$ cat config.mk
export PLATFORM = sky130hd
export DESIGN_NAME = ptb_dist
export DESIGN_NICKNAME = d
export VERILOG_FILES = /design/src/ptb_pkg.sv /design/src/ptb_dist.sv
export SDC_FILE = /design/constraint.sdc
export NUM_CORES = 1
export LEC_CHECK = 0
export ABC_AREA = 0
export BUFFER_PORTS_ARGS = -buffer_cell sky130_fd_sc_hd__buf_2
export CELL_PAD_IN_SITES_DETAIL_PLACEMENT = 0
export CELL_PAD_IN_SITES_GLOBAL_PLACEMENT = 1
export CORE_MARGIN = 5
export CORE_UTILIZATION = 25
export DETAILED_ROUTE_END_ITERATION = 16
export GPL_TIMING_DRIVEN = 0
export PLACE_DENSITY_LB_ADDON = 0.1
export SLEW_MARGIN = 0
export SYNTH_ARGS = -nofsm -noshare
export SYNTH_HDL_FRONTEND = slang
export SYNTH_SLANG_ARGS = --single-unit
$ cat constraint.sdc
create_clock -name clk -period 0.8 [get_ports clk]
set_input_delay 0.04 -clock clk [delete_from_list [all_inputs] [get_ports clk]]
set_output_delay 0.04 -clock clk [all_outputs]
set_load 0.02 [all_outputs]
$ cat src/ptb_pkg.sv
// ----------------------------------------------------------------------------
// ptb_pkg: shared types and constants of the palette translucent blend
// Channel widths, distance bound, blend weight limits, the channel mix
// function and the tag that travels with a palette entry down the sweep.
// ----------------------------------------------------------------------------
`default_nettype none

package ptb_pkg;

	localparam int CHAN_W   = 6;
	localparam int ENTRY_W  = 3 * CHAN_W;
	localparam int INDEX_W  = 8;
	localparam int WEIGHT_W = 4;
	localparam int MIX_W    = 4;
	localparam int DIST_W   = 15;

	localparam logic [DIST_W-1:0]   DIST_LIMIT  = DIST_W'(30000);
	localparam logic [WEIGHT_W-1:0] WEIGHT_FULL = WEIGHT_W'(8);

	typedef logic [CHAN_W-1:0]  chan_t;
	typedef logic [ENTRY_W-1:0] entry_t;
	typedef logic [INDEX_W-1:0] index_t;
	typedef logic [DIST_W-1:0]  dist_t;

	// tag of one sweep beat: marks a live palette entry and its index
	typedef struct packed {
		logic   vld;
		index_t idx;
	} sweep_tag_t;

	// blend one channel: floor(s*w/32) + floor(d*(8-w)/32), weight 0..8
	function automatic logic [MIX_W-1:0] mix_chan(
		input chan_t               s,
		input chan_t               d,
		input logic [WEIGHT_W-1:0] w
	);
		logic [CHAN_W+WEIGHT_W-1:0] ps;
		logic [CHAN_W+WEIGHT_W-1:0] pd;
		logic [WEIGHT_W-1:0]        wd;
		wd = WEIGHT_FULL - w;
		ps = (CHAN_W+WEIGHT_W)'(s) * (CHAN_W+WEIGHT_W)'(w);
		pd = (CHAN_W+WEIGHT_W)'(d) * (CHAN_W+WEIGHT_W)'(wd);
		return MIX_W'(ps >> 5) + MIX_W'(pd >> 5);
	endfunction

endpackage

`default_nettype wire

$ cat src/ptb_dist.sv
// ----------------------------------------------------------------------------
// ptb_dist: shared squared-distance unit
// Takes one palette entry per cycle and registers its squared RGB distance
// to the blend target, together with the entry's sweep tag.
// ----------------------------------------------------------------------------
`default_nettype none

module ptb_dist (
	input  wire logic                clk,
	input  wire logic                arst_n,
	input  wire ptb_pkg::chan_t      tgt_r,
	input  wire ptb_pkg::chan_t      tgt_g,
	input  wire ptb_pkg::chan_t      tgt_b,
	input  wire ptb_pkg::entry_t     entry,
	input  wire logic                entry_ok,
	input  wire ptb_pkg::sweep_tag_t tag_s1,
	output ptb_pkg::dist_t           dist_s2,
	output ptb_pkg::sweep_tag_t      tag_s2
);

	import ptb_pkg::*;

	entry_t                  ent;
	chan_t                   dr;
	chan_t                   dg;
	chan_t                   db;
	logic [2*CHAN_W-1:0]     sqr;
	logic [2*CHAN_W-1:0]     sqg;
	logic [2*CHAN_W-1:0]     sqb;
	dist_t                   dist_sum;

	// unwritten or out-of-range entries read as black
	assign ent = entry_ok ? entry : '0;

	// absolute channel differences
	always_comb begin
		chan_t er;
		chan_t eg;
		chan_t eb;
		er = ent[3*CHAN_W-1:2*CHAN_W];
		eg = ent[2*CHAN_W-1:CHAN_W];
		eb = ent[CHAN_W-1:0];
		dr = (tgt_r >= er) ? tgt_r - er : er - tgt_r;
		dg = (tgt_g >= eg) ? tgt_g - eg : eg - tgt_g;
		db = (tgt_b >= eb) ? tgt_b - eb : eb - tgt_b;
	end

	// squares and their sum
	assign sqr      = (2*CHAN_W)'(dr) * (2*CHAN_W)'(dr);
	assign sqg      = (2*CHAN_W)'(dg) * (2*CHAN_W)'(dg);
	assign sqb      = (2*CHAN_W)'(db) * (2*CHAN_W)'(db);
	assign dist_sum = DIST_W'(sqr) + DIST_W'(sqg) + DIST_W'(sqb);

	// hold the distance for the compare stage
	always_ff @(posedge clk) begin
		dist_s2 <= dist_sum;
	end

	always_ff @(posedge clk or negedge arst_n) begin
		if (!arst_n) begin
			tag_s2 <= '0;
		end else begin
			tag_s2 <= tag_s1;
		end
	end

endmodule

`default_nettype wire
==> out/qor.json <==
{
  "cells_and_area": {
    "antenna-diode-count": 0,
    "finish.net_count": 835,
    "register_area_um2": 505.5,
    "final.fill_count": 1928,
    "post-route-cell-area_um2": 6570,
    "multiInputGateArea_um2": 4199,
    "post_layout_nonfiller_instances": 883,
    "final_layout_size_suffix_gt1_frac": 0.3559,
    "area_growth_pct": 40.97
  },
  "route": {
    "detail_route.iter0.violations": 96,
    "average_wire_length_per_cell_after_detail_routing_um": 13.16,
    "detail-route-antenna-nets": 0,
    "firstDrtPassIters": 4,
    "drt-vias-per-instance": 4.197,
    "postRouteWirelength_mm": 11.62,
    "route.vias.total": 3706,
    "route.detailed.drc": 0
  },
  "floorplan": {
    "die-area_um2": 21470,
    "design.portCount": 72,
    "die_width_um": 146.5,
    "die_height_um": 146.5,
    "std_cell_rows": 50,
    "placeableCoreArea_um2": 18520,
    "initial_utilization": 0.2517
  },
  "cts": {
    "clk_pin_slew_worst_paths_ns": 0.06,
    "number_of_buffers_created_by_cts": 3,
    "clock-sinks": 23,
    "cts_htree_levels": 1,
    "cts.root.buffer_cell": "clkbuf_16",
    "tritoncts_clock_tree": "built",
    "clock_path_buffers": 2
  },
  "critical_path": {
    "timing.critical_path.slowest_stage_cell": "fa_2",
    "crit_fanout": 5,
    "worst_ep_required_time_ns": 0.95,
    "crit_path_max_incr_delay_ns": 0.52,
    "worst_setup_path_class": "in2reg",
    "timing.critical_path.mode_cell": "fa_1",
    "worst_ep_arrival_time_ns": 6.39,
    "critPathCaptureType": "flip-flop",
    "crit_path_start_kind": "input port"
  },
  "synthesis": {
    "most_instantiated_cells_after_synthesis": "inv_1, ha_1, fa_1, nand2_1, a21oi_1",
    "syn-cell-area_um2": 4661,
    "dominant_combinational_cell_family_by_area_after_synthesis": "adder cells",
    "synth-seq-area-share": 0.1085,
    "synth_area_per_cell_um2": 8.895,
    "synth-compound-area-share": 0.1063,
    "synth_edf_count": 0,
    "postSynth.asyncResetShare": 0.3913,
    "yosys.area_share.simple": 0.1125,
    "synth_cell_types": 44,
    "cell_types_occupying_the_most_area_after_synthesis": "fa_1, ha_1, inv_1, dfxtp_1, dfrtp_1",
    "synth-warning-count": 0,
    "post-synth-top-count-cell": "inv_1",
    "synth_seq_cells": 23,
    "synth.area.mux_share": 0.02470,
    "yosys_most_used_dff": "dfxtp_1",
    "netlist.top_cell.by_area": "fa_1",
    "synth_adder_area_share": 0.4741,
    "synthesis.nets": 709,
    "syn_inst": 524,
    "synthDominantCellAreaShare": 0.2835,
    "synth-xor-area-share": 0.05315
  },
  "global_routing": {
    "met3_usage": 0.01117,
    "globalRouteMet1Util": 0.1459,
    "overflow": 0,
    "antenna_found_initial": 0,
    "grtUsageTotal": 0.1132,
    "global_route.peak_usage_layer": "met2",
    "groute.layer.met2.usage": 0.2109,
    "grt_pass1_vias": 4146,
    "wire_length_of_the_first_global_routing_pass_mm": 20.00,
    "grt_start_max_net_pins": 14
  },
  "min_path": {
    "hp-class": "in2async"
  },
  "timing": {
    "timing_hold_violations_final": 0,
    "setup_total_negative_slack_ns": -57.79,
    "achievable-frequency_mhz": 160.2,
    "finalCritPeriodShare": 7.800,
    "smallest_setup_slack_after_layout_ns": -5.440,
    "setup_viol": 18,
    "final-max-slew-violation-count": 0,
    "fin_hold_ws_ns": 0.1597,
    "unrepaired_setup_endpoints_after_global_routing": "yes",
    "finalCriticalPeriod_ns": 6.240
  },
  "placement": {
    "place_hpwl_mm": 9.609,
    "placed_cell_area_um2": 5529,
    "io_buffers": 69,
    "place.detailed.instances": 827,
    "gp_congestion": 0.7541
  },
  "job": {
    "cap_violations": 0
  },
  "run_status": {
    "violations": "negative setup slack",
    "status": "finished, violations left"
  }
}
-- sequential cells by signal, summed over array words and instances (netlist names) --
register  flops
dist_s2      14
tag_s2        9
-- through the flow --
step | utilization | setup slack [ns]
finish | 0.3548 | -5.440
global route | 0.3548 | -5.723
CTS | 0.3413 | -5.464
detailed placement | 0.2986 | -6.116
global placement | 0.2986 | -6.106
floorplan | - | -5.363
-- critical path, delay by kind of cell --
kind	cells	cell delay, ns
AO/OA/AOI/OAI	7	1.01
XOR/XNOR	2	0.30
adder cells (fa/ha/maj)	9	3.74
buffers and inverters	11	0.83
multiplexers	1	0.29
AND/OR/NAND/NOR	2	0.15
-- final cells by class --
class | instances | area share
plain buffers | 7 | 0.01447
repair buffers | 121 | 0.1339
flip-flops and latches | 23 | 0.07694
clock buffers | 3 | 0.01143
multi-input cells | 358 | 0.6391
well taps | 234 | 0.04456
inverters | 136 | 0.07884
clock inverters | 1 | 0.0007618
-- final timing paths --
| path | from | to | slack (ns) | cells past startpoint |
|---|---|---|---|---|
| setup / recovery | entry_ok | dist_s2[13]$_DFF_P_ | -5.44 | 32 |
| hold / removal | arst_n | tag_s2[4]$_DFF_PN0_ | 0.16 | 2 |
| max in group asynchronous | arst_n | tag_s2[2]$_DFF_PN0_ | 0.47 | 2 |
| min in group clk | tag_s1[8] | tag_s2[8]$_DFF_PN0_ | 0.42 | 2 |
-- layout by cell type, fill, tap and decap left out, types with 10 or more instances in the layout --
cell type / n
inv_1: 119
buf_2: 60
ha_1: 59
fa_1: 58
nand2_1: 40
buf_4: 31
buf_6: 20
a21oi_1: 19
nor2_1: 19
inv_2: 15
dfxtp_1: 14
a21oi_2: 11
a21o_1: 11
ha_4: 10
dlygate4sd3_1: 10
-- per-layer routing --
| layer | vias up | wire length [µm] |
|---|---|---|
| met4 | 0 | 41 |
| met3 | 2 | 221 |
| li1 | 1866 | - |
| met1 | 1800 | 5368 |
| met5 | - | 0 |
| met2 | 38 | 5993 |
-- cell families (layout without fill, tap and decap cells) --
| family | Yosys count | in the layout |
|---|---|---|
| adder cells (fa/ha/maj) | 137 | 137 |
| AND/OR/NAND/NOR | 112 | 112 |
| other | 1 | 1 |
| buffers and inverters | 143 | 268 |
| multiplexers | 11 | 11 |
| flip-flops | 23 | 23 |
| XOR/XNOR | 24 | 24 |
| AO/OA/AOI/OAI | 73 | 73 |
-- repair_timing --
item | in CTS | in global routing
buffers inserted | 30 | 10
gates cloned | 2 | 0
hold endpoints to repair | 18 | 0
resized for setup | 72 | 42
endpoints found under the setup margin | 23 | 23
pin swaps | 35 | 30
hold buffers | 10 | 0
Power is not shown: default switching activity piles up to over one toggle a cycle in this logic, so the estimate is an artifact.
